### config.mk
export PLATFORM = sky130hd
export DESIGN_NAME = mpbs_ram
export DESIGN_NICKNAME = d
export VERILOG_FILES = /design/src/hdl/mpbs_ram.sv
export SDC_FILE = /design/constraint.sdc
export NUM_CORES = 1
export LEC_CHECK = 0
export BUFFER_PORTS_ARGS = -buffer_cell sky130_fd_sc_hd__buf_2
export CORE_UTILIZATION = 60
export DETAILED_ROUTE_END_ITERATION = 6
export PLACE_DENSITY = 0.77
export SLEW_MARGIN = 10
export SYNTH_ARGS = -nofsm -noshare
export SYNTH_HDL_FRONTEND = slang
export SYNTH_SLANG_ARGS = --single-unit
### constraint.sdc
create_clock -name i_clk -period 2.45 [get_ports i_clk]
set_input_delay 0.245 -clock i_clk [delete_from_list [all_inputs] [get_ports i_clk]]
set_output_delay 0.245 -clock i_clk [all_outputs]
set_load 0.005 [all_outputs]
### src/hdl/mpbs_ram.sv
// ----------------------------------------------------------------------------
// mpbs_ram
// Simple dual-port RAM: one write port, one read port, registered read data.
// ----------------------------------------------------------------------------
`default_nettype none

module mpbs_ram #(
    parameter int DEPTH = 32,
    parameter int WIDTH = 8,
    parameter int AW    = (DEPTH > 1) ? $clog2(DEPTH) : 1
) (
    input  wire logic             i_clk,
    input  wire logic             i_we,
    input  wire logic [AW-1:0]    i_waddr,
    input  wire logic [WIDTH-1:0] i_wdata,
    input  wire logic [AW-1:0]    i_raddr,
    output logic      [WIDTH-1:0] o_rdata
);

    logic [WIDTH-1:0] r_mem [DEPTH];

    always_ff @(posedge i_clk) begin
        if (i_we) begin
            r_mem[i_waddr] <= i_wdata;
        end
        o_rdata <= r_mem[i_raddr];
    end

endmodule

`default_nettype wire

Yosys cells after proc, flatten, opt, wreduce, memory -nomap -nowiden. Memory sizes are Yosys's and may differ from the RTL's. A register that Yosys moved wholly into a read port is not among the register bits. Index checks and enable logic that the tools add are counted.

Register bits after elaboration: 0. Latch bits: 0. RAM bits: 256. ROM bits: 0. Input bits: 20. Logic and storage cells: 3. Memories: 1.

Memories: r_mem (words 32, width 8, rd ports 1, clocked after memory_dff 1, wr ports 1, RTL line 20) `logic [WIDTH-1:0] r_mem [DEPTH];`.

Add/subtract/negate cells: 0. Multipliers: 0. Div/mod/pow operators: 0. Order comparisons: 0. Equality and inequality tests: 0. Shift operators: 0. Multiplexer cells: 2. Bitwise operators: 0. Reduce and logical (&&, ||, !) cells: 0.

Operator list (number): $mux 1 (2).

Logic depth before layout (Yosys ltp).
Word-level depth: 2. Mapped depth: 5. Mapped depth without buffers: 3.

Worst setup path before layout. No wires, ideal clock.

Path kind: input port to flip-flop. Start: input port i_raddr[2]. End: register o_rdata[0] (read register of r_mem). Arrival time: 1.927 ns. Data required time: 2.329 ns. Path slack: 0.403 ns. Stages: 5. Buffers on the path: 2. Cells stage by stage: clkbuf_1 > clkbuf_1 > mux4_2 > mux4_2 > mux2_2.

RTL lines: from (decl) (RTL line 16) `input wire logic [AW-1:0] i_raddr,`; to (decl) (RTL line 17) `output logic [WIDTH-1:0] o_rdata`.

==> flow_summary_export.csv <==
group,metric,value,unit
clock_tree,htree_num_levels,1,
pwr,seq_power_share,53.5,%
yosys,ys_ff_latch,264,
yosys,postSynthNetCount,437,
route,route.antenna.remaining_nets,0,
yosys,synth_mux_area_share,18.8,%
placed_design,place.gp.congestion,0.752,
yosys,synthDominantAreaCellType,"edfxtp_1",
sta,hold_viol,0,
critical_path,worst_path_arrival,2.24,ns
cells_and_area,antenna-diode-count,0,
sta,grt_setup_unrepaired,"no",
critical_path,reg2reg_setup_slack,0.62,ns
cells_and_area,fin_util,71.6,%
placed_design,dp.final_hpwl,12300,µm
pwr,switchingPower,1.87,mW
pwr,power,9.44,mW
yosys,synthSimpleGateAreaFrac,2.07,%
grt,grt_util_all_layers,25.5,%
clock_tree,post_cts.repair.setup_buffers,0,
job,cap_viol_max_count,0,
yosys,synthesis.instances,417,
clock_tree,tritoncts,"built",
placed_design,placement.io_buffers,27,
outcome,status,"finished, final reports clean",
yosys,synth_top_family_by_area,"multiplexers",
clock_tree,cts_num_sinks,264,
sta,final_period_minus_worst_setup_slack,1.83,ns
pwr,irDropWorstVdd,0.678,mV
grt,grt_antenna_before_repair,0,
placed_design,preCtsSetupSlack,0.134,ns
route,num_vias,4623,
placed_design,placed_cell_area,10700,µm²
pwr,p_int,7.57,mW
critical_path,crit_path_end_kind,"register",
pwr,powerDensity,819,nW/µm²
critical_path,critical_path_peak_fanout,1,
sta,final_max_slew_violation_count,0,
clock_tree,cts_buffers,25,
sta,fin_skew,0.0207,ns
clock_tree,clk_pin_slew_worst_paths,0.07,ns
cells_and_area,layout.filler_cells,957,
sta,worst_pin_slew,0.634,ns
yosys,synth_adder_area_share,0,%
floorplanning,boundaryPins,28,
sta,layout_worst_path_cycle_share,74.8,%
cells_and_area,postLayoutCellArea,11500,µm²
floorplanning,dieArea,17300,µm²
critical_path,start_kind,"register",
cells_and_area,design.final.nets,509,
pwr,power.leakage,3.70,nW
critical_path,critical_path.reg2reg.startpoint,"r_mem[12][5]",
yosys,netlist.area_leader.share,76.5,%
yosys,synth_compound_gate_area_share,0,%
yosys,synthXorXnorAreaFrac,0,%
route,routedWlPerCell,28.6,µm
cells_and_area,multiInputGateArea,2100,µm²
cells_and_area,final_layout_size_suffix_gt1_share,37.7,%
floorplanning,placement_rows,46,
yosys,syn-cell-area,10100,µm²
floorplanning,fp.dieH,131,µm
worst_hold_path,worstHoldPathType,"primary input to register",
clock_tree,clkLatencyLatePin,0.53,ns
grt,largest_net_degree_at_the_start_of_global_routing,49,
clock_tree,cts_root_buffer,"clkbuf_16",
yosys,yosys-top-cells-area,"edfxtp_1 (76%), mux4_2 (18%), dfxtp_1 (1.6%), nor2_1 (1.2%), mux2_2 (0.90%)",
floorplanning,die_w,131,µm
pwr,switching_share,19.9,%
route,detail_route.wirelength,20700,µm
yosys,yosys_warns,0,
yosys,yosys.cell_types.count,15,
grt,grt_first_pass_wirelength,31500,µm
clock_tree,post_cts_resize_count,0,
pwr,clockPowerShare,41.4,%
critical_path,crit_start,"r_mem[12][5]",
floorplanning,initial_utilization,62.4,%
route,dr.first_iter.drc_count,504,
cells_and_area,syn_to_final_growth,14.7,%
yosys,postSynthAreaPerCell,24.1,µm²
cells_and_area,register_area,7850,µm²
sta,timing.fmax,0.546,GHz
route,vias_per_cell,6.39,
yosys,synth.yosys.seq_area_share,78.1,%
sta,setup_slack,0.618,ns
sta,finalSetupTns,0,ns
clock_tree,cts_hold_buffers,0,
grt,first_global_vias,4835,
critical_path,worst-setup-path-type,"register to register",
floorplanning,core-area,16100,µm²
pwr,pwr-share-comb,5.1,%
route,drt_pass1_iterations,5,
sta,setup_viol,0,
critical_path,timing.critical_path.required,2.86,ns
clock_tree,max_root_sink_buffers,3,
route,drc,0,
sta,timing.max_slew.rel_slack,57.8,%
worst_hold_path,min-delay-start,"i_raddr[3]",
grt,global_route_total_overflow,0,
[cell families after synthesis]
kind of cell | after synthesis
DFF | 264
muxes | 88
and+or+nand+nor | 45
buffers and inverters | 20
[power by group through the flow]
| stage | sequential, mW | clock (mW) | combinational (mW) |
|---|---|---|---|
| after floorplan | 5.13 | 0 | 0.268 |
| after global placement | 5.14 | 0 | 0.468 |
| after detailed placement | 5.14 | 0 | 0.482 |
| after CTS | 5.04 | 3.96 | 0.489 |
| after global routing | 5.05 | 4.13 | 0.514 |
| final | 5.05 | 3.91 | 0.484 |
[cells in the mapped netlist]
cell / number
nand2_1: 1
mux4_2: 80
buf_4: 6
buf_6: 1
edfxtp_1: 256
or3b_2: 3
nand3_1: 2
nor2_1: 33
clkbuf_1: 6
mux2_2: 8
buf_2: 1
or3_1: 1
nand3b_1: 5
buf_1: 6
dfxtp_1: 8
[layout by cell type (no fill, tap or decap), types with 2 or more instances in the layout]
cell         n
edfxtp_1   256
bufinv_16    4
clkbuf_16   25
nor2_1      33
buf_4       34
buf_12       5
or3b_2       3
dfxtp_1      8
nand3b_1     5
clkbuf_1     6
clkinv_2     3
mux4_2      80
mux2_2       8
buf_2       26
clkinv_1     4
nand3_1      2
[registers in the layout, indices dropped and copies added (netlist names)]
name and count:
o_rdata 8, r_mem 256
[critical path, cell delays in order, from the launching register on]
cell and delay [ns]:
edfxtp_1 0.38, mux4_2 0.53, mux4_2 0.52, mux2_2 0.30
[per-stage QoR]
step,hold WS [ns],std cells
after floorplan,0.344,417
after global placement,0.630,678
after global routing,0.184,723
after detailed placement,0.634,678
final,0.197,723
after CTS,0.177,723
[layout make-up]
class	instances	share of cell area, %
flip-flops and latches	264	68.1
multi-input cells	133	18.2
clock buffers	32	5.74
repair buffers	65	4.21
well taps	216	2.34
clock inverters	13	1.44
[final timing paths]
| kind | endpoint | depth (start not counted) |
|---|---|---|
| worst min register to register | o_rdata[0] | 3 |
| worst max-delay path | o_rdata[5] | 3 |
| worst max register to register | o_rdata[5] | 3 |
| worst min-delay path | o_rdata[2] | 2 |
[layer usage]
layer | track usage, % | routed length, µm | vias up
met5 | 0 | 0 | -
met4 | 6.40 | 345 | 0
met3 | 5.02 | 2030 | 25
met2 | 38.6 | 9890 | 246
met1 | 39.0 | 8400 | 2438
li1 | - | - | 1914
No activity file was read; power rests on OpenSTA's default activity.
