**src/hdl/mpbs_pkg.sv**
```systemverilog
// ----------------------------------------------------------------------------
// mpbs_pkg
// Sizes, codes and the queue slot layout for the burst scheduler.
// ----------------------------------------------------------------------------
`default_nettype none

package mpbs_pkg;

    localparam int QUEUE_DEPTH = 32;
    localparam int MAX_THREADS = 16;

    localparam int QIDX_W = $clog2(QUEUE_DEPTH);
    localparam int QCNT_W = $clog2(QUEUE_DEPTH + 1);
    localparam int TIDX_W = (MAX_THREADS > 1) ? $clog2(MAX_THREADS) : 1;
    localparam int TCNT_W = $clog2(MAX_THREADS + 1);
    localparam int CNT_W  = (QCNT_W > TCNT_W) ? QCNT_W : TCNT_W;

    localparam int VR_W   = 48;
    localparam int FAC_W  = 9;
    localparam int PROD_W = 24 + FAC_W;

    // selection rules
    localparam logic [1:0] POL_FCFS = 2'd0;
    localparam logic [1:0] POL_SJF  = 2'd1;
    localparam logic [1:0] POL_PRIO = 2'd2;
    localparam logic [1:0] POL_VRT  = 2'd3;

    // result status
    localparam logic [2:0] ST_ENQ   = 3'd0;
    localparam logic [2:0] ST_DISP  = 3'd1;
    localparam logic [2:0] ST_FULL  = 3'd2;
    localparam logic [2:0] ST_EMPTY = 3'd3;
    localparam logic [2:0] ST_BAD   = 3'd4;

    // request kinds
    localparam logic REQ_ENQ  = 1'b0;
    localparam logic REQ_DISP = 1'b1;

    // config register indexes
    localparam logic CFG_POLICY  = 1'b0;
    localparam logic CFG_THREADS = 1'b1;

    typedef struct packed {
        logic [4:0]  thread;
        logic [7:0]  burst;
        logic [23:0] length;
        logic [31:0] arrival;
    } t_slot;

    typedef struct packed {
        logic [VR_W-1:0] a;
        logic [VR_W-1:0] b;
    } t_cmp_req;

    typedef struct packed {
        logic            lt;
        logic [VR_W-1:0] diff;
    } t_cmp_rsp;

endpackage

`default_nettype wire

```
**src/hdl/mpbs_cmp.sv**
```systemverilog
// ----------------------------------------------------------------------------
// mpbs_cmp
// Shared subtract/compare unit used by every scan step and the wait time.
// ----------------------------------------------------------------------------
`default_nettype none

module mpbs_cmp (
    input  wire mpbs_pkg::t_cmp_req i_req,
    output mpbs_pkg::t_cmp_rsp      o_rsp
);

    logic [mpbs_pkg::VR_W:0] w_sub;

    // borrow out of the wide subtract gives a < b
    assign w_sub       = {1'b0, i_req.a} - {1'b0, i_req.b};
    assign o_rsp.lt    = w_sub[mpbs_pkg::VR_W];
    assign o_rsp.diff  = w_sub[mpbs_pkg::VR_W-1:0];

endmodule

`default_nettype wire

```
**config.mk**
```make
export PLATFORM = sky130hd
export DESIGN_NAME = mpbs_cmp
export DESIGN_NICKNAME = d
export VERILOG_FILES = /design/src/hdl/mpbs_pkg.sv /design/src/hdl/mpbs_cmp.sv
export SDC_FILE = /design/constraint.sdc
export NUM_CORES = 1
export LEC_CHECK = 0
export BUFFER_PORTS_ARGS = -buffer_cell sky130_fd_sc_hd__buf_2
export CORE_ASPECT_RATIO = 0.7
export CORE_UTILIZATION = 45
export DETAILED_ROUTE_END_ITERATION = 10
export GPL_TIMING_DRIVEN = 0
export PLACE_DENSITY = 0.82
export SYNTH_ARGS = -nofsm -noshare
export SYNTH_HDL_FRONTEND = slang
export SYNTH_SLANG_ARGS = --single-unit
```
**constraint.sdc**
```tcl
create_clock -name vclk -period 3
set_input_delay 0.3 -clock vclk [all_inputs]
set_output_delay 0.3 -clock vclk [all_outputs]
set_load 0.005 [all_outputs]
```
Word level (Yosys, flattened, before mapping)
Index checks and enable logic that the tools add are counted.

Add/subtract/negate cells: 1.

Operators by type and width (number): $sub A48 B48 Y49 (1).

Register bits after elaboration: 0. Output and inout port bits: 49. Logic and storage cells: 1.

Logic depth before layout (Yosys ltp)
Gate-level depths: netlist of run 1.

Depth after elaboration: 1. Mapped depth: 12. Gate-level depth less buffers: 12.

Least setup slack after synthesis of run 1
No wires, ideal clock.

Path kind: in2out. Start: in i_req[48] (netlist name). End: out o_rsp[44] (netlist name). Data arrival time: 2.675 ns. Path slack: 0.025 ns. Cell stages on the path: 12. Buffers on the path: 0. Cell sequence: inv_1 -> ha_1 -> fa_1 -> and2b_1 -> o21ai_1 -> nand2b_2 -> a31oi_2 -> o311a_4 -> o311a_4 -> o211ai_4 -> a311oi_2 -> xnor2_1.

RTL lines: start: declaration (line mpbs_cmp.sv:8) `input wire mpbs_pkg::t_cmp_req i_req,`; end: declaration (line mpbs_cmp.sv:9) `output mpbs_pkg::t_cmp_rsp o_rsp`.

==> results of run 1 <==
==> area by class of cell <==
cell class,instances,share of cell area [%]
timing repair buffer,162,21.2
multi-input combinational,367,69.8
tap,78,2.39
inverter,60,5.57
buffer,9,1.07
==> routing by layer <==
layer	up-vias	share of wire (%)	track usage, %
met1	1693	46	35.7
met2	146	47	43.6
li1	1880	-	-
met3	18	5.6	1.21
met5	-	0	0
met4	0	1.9	4.15
==> cell families after synthesis <==
group           after synthesis
xor+xnor                     42
mux                           1
simple gates                112
fa+ha+maj                    49
compound gates              163
buf+inv                      74
==> cells in the final DEF (no fill, tap or decap), types with 7 or more instances in the layout <==
master    Yosys  final
xor2_1       12     12
xnor2_1      30     30
o21ai_0      19     17
nand3_1      10     10
inv_1        60     59
buf_4         0     17
and3_1        7      7
a21oi_2       3      9
nor2_1       26     26
buf_2         2    145
a21oi_1      54     45
o21a_1        9      9
a21o_1       21     21
a31oi_1       8      7
nand4_1       7      7
nand2_1      34     34
ha_1         48     43
o21ai_2       0      9
nand2b_1      8      8
==> worst max-delay path by stage <==
stage,from,endpoint,slack (ns),cells after the start
3_3_place_gp,i_req[0],o_rsp[46],-0.36,13
3_5_place_dp,i_req[0],o_rsp[46],-0.36,13
6_report,i_req[48],o_rsp[44],-0.12,14
5_1_grt,i_req[48],o_rsp[44],-0.17,14
4_1_cts,i_req[48],o_rsp[44],-0.04,14
2_1_floorplan,i_req[48],o_rsp[44],0.02,12
==> metrics by stage <==
stage | hold WS [ns] | util, % | std cells | total power [mW]
2_1_floorplan | 0.741 | - | 441 | 0.574
3_3_place_gp | 0.937 | 60.1 | 664 | 0.862
3_5_place_dp | 0.941 | 60.1 | 664 | 0.885
4_1_cts | 0.917 | 62.7 | 672 | 0.935
5_1_grt | 0.927 | 65.5 | 676 | 1.09
6_report | 0.916 | 65.5 | 676 | 1.00
==> power by group through the flow <==
stage	Combinational, mW	Clock (mW)	Sequential, mW
6_report	1.00	0	0
2_1_floorplan	0.574	0	0
4_1_cts	0.935	0	0
3_3_place_gp	0.862	0	0
3_5_place_dp	0.885	0	0
5_1_grt	1.09	0	0
==> timing repair <==
| item | 4_1_cts | 5_1_grt |
|---|---|---|
| pin swaps | 18 | 25 |
| endpoints found under the hold margin | 0 | 0 |
| setup buffers | 11 | 6 |
| gates resized for setup | 19 | 30 |
| endpoints found under the setup margin | 22 | 24 |
==> flow_metrics.env, run 1 <==
export IMPL_ys_warnings_count=0
export IMPL_yosysMostFrequentCell="inv_1"
export IMPL_slew_headroom_pct=64.2
export IMPL_clock_buffers=0
export IMPL_setup_viol=5
export IMPL_avgViaCountPerCell=5.53
export IMPL_fin_ws_ns=-0.118
export IMPL_cap_violations=0
export IMPL_die_area_mm2=0.00685
export IMPL_hpwl_um=7630
export IMPL_status="finished, violations left"
export IMPL_clock_power_share_pct=0
export IMPL_overflow=0
export IMPL_wl_per_cell_um=13.9
export IMPL_setup_tns_ns=-0.397
export IMPL_power_frac_seq_pct=0
export IMPL_grt_pass1_vias=3371
export IMPL_multi_input_area_mm2=0.00286
export IMPL_synth_area_mm2=0.00293
export IMPL_route_detailed_drc=11
export IMPL_start_kind="input pin"
export IMPL_synth_simple_area_share_pct=18.6
export IMPL_power_leakage_nw=2.19
export IMPL_p_comb_share_pct=100.0
export IMPL_slowest_delay_ns=0.39
export IMPL_cp_slowest_cell="o311a_4"
export IMPL_rows=24
export IMPL_fin_crit_ns=3.12
export IMPL_cp_max_fo=3
export IMPL_holdCritStartpoint="i_req[0]"
export IMPL_antenna_cells=0
export IMPL_grt_max_degree=10
export IMPL_avgSynthCellArea_um2=6.65
export IMPL_maxSlewViolCount=0
export IMPL_synth_top_family_by_area="compound AO/OA/AOI/OAI gates"
export IMPL_postCtsHoldBufs=0
export IMPL_required_ns=2.70
export IMPL_synth_xor_area_share_pct=12.5
export IMPL_violations="design-rule violations, negative setup slack"
export IMPL_gp_congestion=0.927
export IMPL_hold_path_end="o_rsp[0]"
export IMPL_p_int_uw=472
export IMPL_seq_area_frac_synth_pct=0
export IMPL_vias=3737
export IMPL_drt_wl_total_um=9410
export IMPL_hp_class="input pin to output port"
export IMPL_port_buffers=145
export IMPL_fillers=591
export IMPL_hold_viol_final=0
export IMPL_grt_pass1_wl_um=14900
export IMPL_worst_pin_slew_ns=0.531
export IMPL_placed_area_mm2=0.00376
export IMPL_synth_top_area_share_pct=20.5
export IMPL_synth_area_mux_share_pct=0.341
export IMPL_min_path_cells=4
export IMPL_postRouteAntennaNets=0
export IMPL_start_util_pct=47.0
export IMPL_drive_gt1_share_pct=36.0
export IMPL_end_kind="output port"
export IMPL_synth_adder_area_share_pct=21.2
export IMPL_sw_frac_of_total_pct=52.8
export IMPL_grt_total_usage_pct=25.4
export IMPL_fmax_ghz=0.321
export IMPL_netlist_instances=441
export IMPL_cp_num_buf_inv=3
export IMPL_rsz0062_at_grt="yes"
export IMPL_design_area_mm2=0.00409
export IMPL_ir_worst_vdd_uv=127
export IMPL_core_mm2=0.00625
export IMPL_worst_ep_arrival_time_ns=2.82
export IMPL_final_seq_area_um2=0
export IMPL_pre_cts_slack_ns=-0.359
export IMPL_fin_crit_sh_pct=104
export IMPL_drt_first_iter_violations=229
export IMPL_drtPass1Iterations=8
export IMPL_synth_compound_area_share_pct=37.6
export IMPL_path_cells="buf_6 > inv_4 > ha_4 > fa_2 > and2b_1 > o21ai_2 > nand2b_4 > a31oi_4 > o311a_4 > o311a_4 > o211ai_4 > a311oi_2 > xnor2_1 > buf_2"
export IMPL_area_growth_pct=39.5
export IMPL_power_switching_uw=528
export IMPL_synthTopCellsByArea="ha_1 20%, a21oi_1 9.2%, xnor2_1 9.0%"
export IMPL_die_y_um=69.5
export IMPL_antenna_found_initial=0
export IMPL_synth_distinct_cells=56
export IMPL_critPathKind="input pin to output port"
export IMPL_netlist_top_cells_count="60 x inv_1, 54 x a21oi_1, 48 x ha_1, 34 x nand2_1, 30 x xnor2_1"
export IMPL_io_pin_count=145
export IMPL_crit_top_cell="o311a_4"
export IMPL_synth_largest_area_cell="ha_1"
export IMPL_crit_family="compound AO/OA/AOI/OAI gates"
export IMPL_power_density_mw_per_mm2=245
export IMPL_syn_nets=586
export IMPL_nNetsFinal=745
export IMPL_seq_cell_count=0
export IMPL_die_width_um=98.5
No activity file was read; power rests on OpenSTA's default activity.
==> run 2, diff against run 1 <==
Settings changed: CORE_UTILIZATION 45 to 40, PLACE_DENSITY 0.82 to 0.74.
==> flow_metrics.env, run 2 (synthesis results as in run 1) <==
export IMPL_final_seq_area_um2=0
export IMPL_route_detailed_drc=0
export IMPL_setup_viol=2
export IMPL_final_common_cell="buf_2"
export IMPL_critPathKind="input pin to output port"
export IMPL_placed_cells=680
export IMPL_vias=3702
export IMPL_antenna_cells=0
export IMPL_timing_hold_ws_ns=0.917
export IMPL_fmax_ghz=0.329
export IMPL_nNetsFinal=745
export IMPL_p_int_uw=492
export IMPL_grt_pass1_vias=3190
export IMPL_postRouteAntennaNets=0
export IMPL_wl_per_cell_um=13.6
export IMPL_cp_max_fo=4
export IMPL_clock_buffers=0
export IMPL_sw_frac_of_total_pct=51.9
export IMPL_power_mw=1.02
export IMPL_slew_headroom_pct=69.5
export IMPL_die_y_um=73.6
export IMPL_p_comb_share_pct=100.0
export IMPL_drive_gt1_share_pct=39.0
export IMPL_rsz0062_at_grt="yes"
export IMPL_drt_first_iter_violations=200
export IMPL_grt_total_usage_pct=22.3
export IMPL_violations="negative setup slack"
export IMPL_start_kind="input pin"
export IMPL_gp_congestion=0.858
export IMPL_clock_power_share_pct=0
export IMPL_avgViaCountPerCell=5.35
export IMPL_fin_ws_ns=-0.0382
export IMPL_hold_viol_final=0
export IMPL_power_frac_seq_pct=0
export IMPL_fillers=639
export IMPL_drtPass1Iterations=5
export IMPL_overflow=0
export IMPL_core_mm2=0.00691
export IMPL_port_buffers=145
export IMPL_multi_input_area_mm2=0.00299
export IMPL_status="finished, violations left"
export IMPL_grt_pass1_wl_um=14500
export IMPL_power_leakage_nw=2.20
export IMPL_cap_violations=0
export IMPL_area_growth_pct=45.0
export IMPL_ir_worst_vdd_uv=126
export IMPL_start_util_pct=42.4
export IMPL_io_pin_count=145
export IMPL_maxSlewViolCount=0
export IMPL_die_width_um=104
export IMPL_antenna_found_initial=0
export IMPL_pre_cts_slack_ns=-0.404
export IMPL_layout_cells_non_filler=692
export IMPL_fin_crit_ns=3.04
export IMPL_end_kind="output port"
export IMPL_fin_crit_sh_pct=101
export IMPL_power_density_mw_per_mm2=241
export IMPL_final_cell_mix="143 x buf_2, 58 x inv_1, 45 x a21oi_1, 33 x nand2_1, 31 x ha_1"
export IMPL_required_ns=2.70
export IMPL_hpwl_um=7430
export IMPL_worst_pin_slew_ns=0.455
export IMPL_power_switching_uw=532
export IMPL_grt_max_degree=10
export IMPL_worst_ep_arrival_time_ns=2.74
export IMPL_postCtsHoldBufs=0
export IMPL_hp_class="input pin to output port"
export IMPL_rows=25
export IMPL_seq_cell_count=0
export IMPL_die_area_mm2=0.00768
export IMPL_drt_wl_total_um=9410
export IMPL_setup_tns_ns=-0.0630
## run 2: cell type report
type               instances  area share, %
multi-input cells        367           70.3
repair buffers           162           20.5
inverters                 60           5.36
well taps                 94           2.77
plain buffers              9           1.09
## run 2: path summary, 6_finish.rpt
path                  start        end  slack (ns)  cells past startpoint
setup / recovery  i_req[48]  o_rsp[44]       -0.04                     14
hold / removal     i_req[0]   o_rsp[0]        0.92                      4
## run 2: timing repair
item | CTS | global route
endpoints found under the setup margin | 22 | 23
buffers inserted | 8 | 10
pin swaps | 15 | 29
resized for setup | 19 | 58
## run 2: worst max-delay path: stages
cell      delay [ns]
buf_8           0.07
inv_4           0.03
ha_4            0.15
fa_2            0.35
and2b_1         0.21
o21ai_2         0.08
nand2b_4        0.08
a31oi_4         0.08
o311a_4         0.35
o311a_4         0.35
o211ai_4        0.21
a311oi_2        0.14
xnor2_1         0.18
buf_2           0.13
## run 2: power by group through the flow
stage / sequential, mW / combinational, mW / clock [mW]
after global placement: 0 / 0.869 / 0
after CTS: 0 / 0.929 / 0
after detailed placement: 0 / 0.883 / 0
after floorplan: 0 / 0.574 / 0
final: 0 / 1.02 / 0
after global routing: 0 / 1.12 / 0
## run 2: routing by layer
layer | routed length [um] | track usage [%] | share of wire, % | up-vias
li1 | - | - | - | 1882
met1 | 4450 | 32.3 | 47 | 1653
met2 | 4320 | 37.4 | 46 | 159
met3 | 560 | 0.976 | 6.0 | 8
met4 | 80 | 2.70 | 0.85 | 0
met5 | 0 | 0 | 0 | -
## run 2: per-stage QoR
stage | area (um2) | util (%)
2_1_floorplan | 2930 | -
3_3_place_gp | 3780 | 54.6
3_5_place_dp | 3780 | 54.6
4_1_cts | 3920 | 56.6
5_1_grt | 4250 | 61.5
6_report | 4250 | 61.5
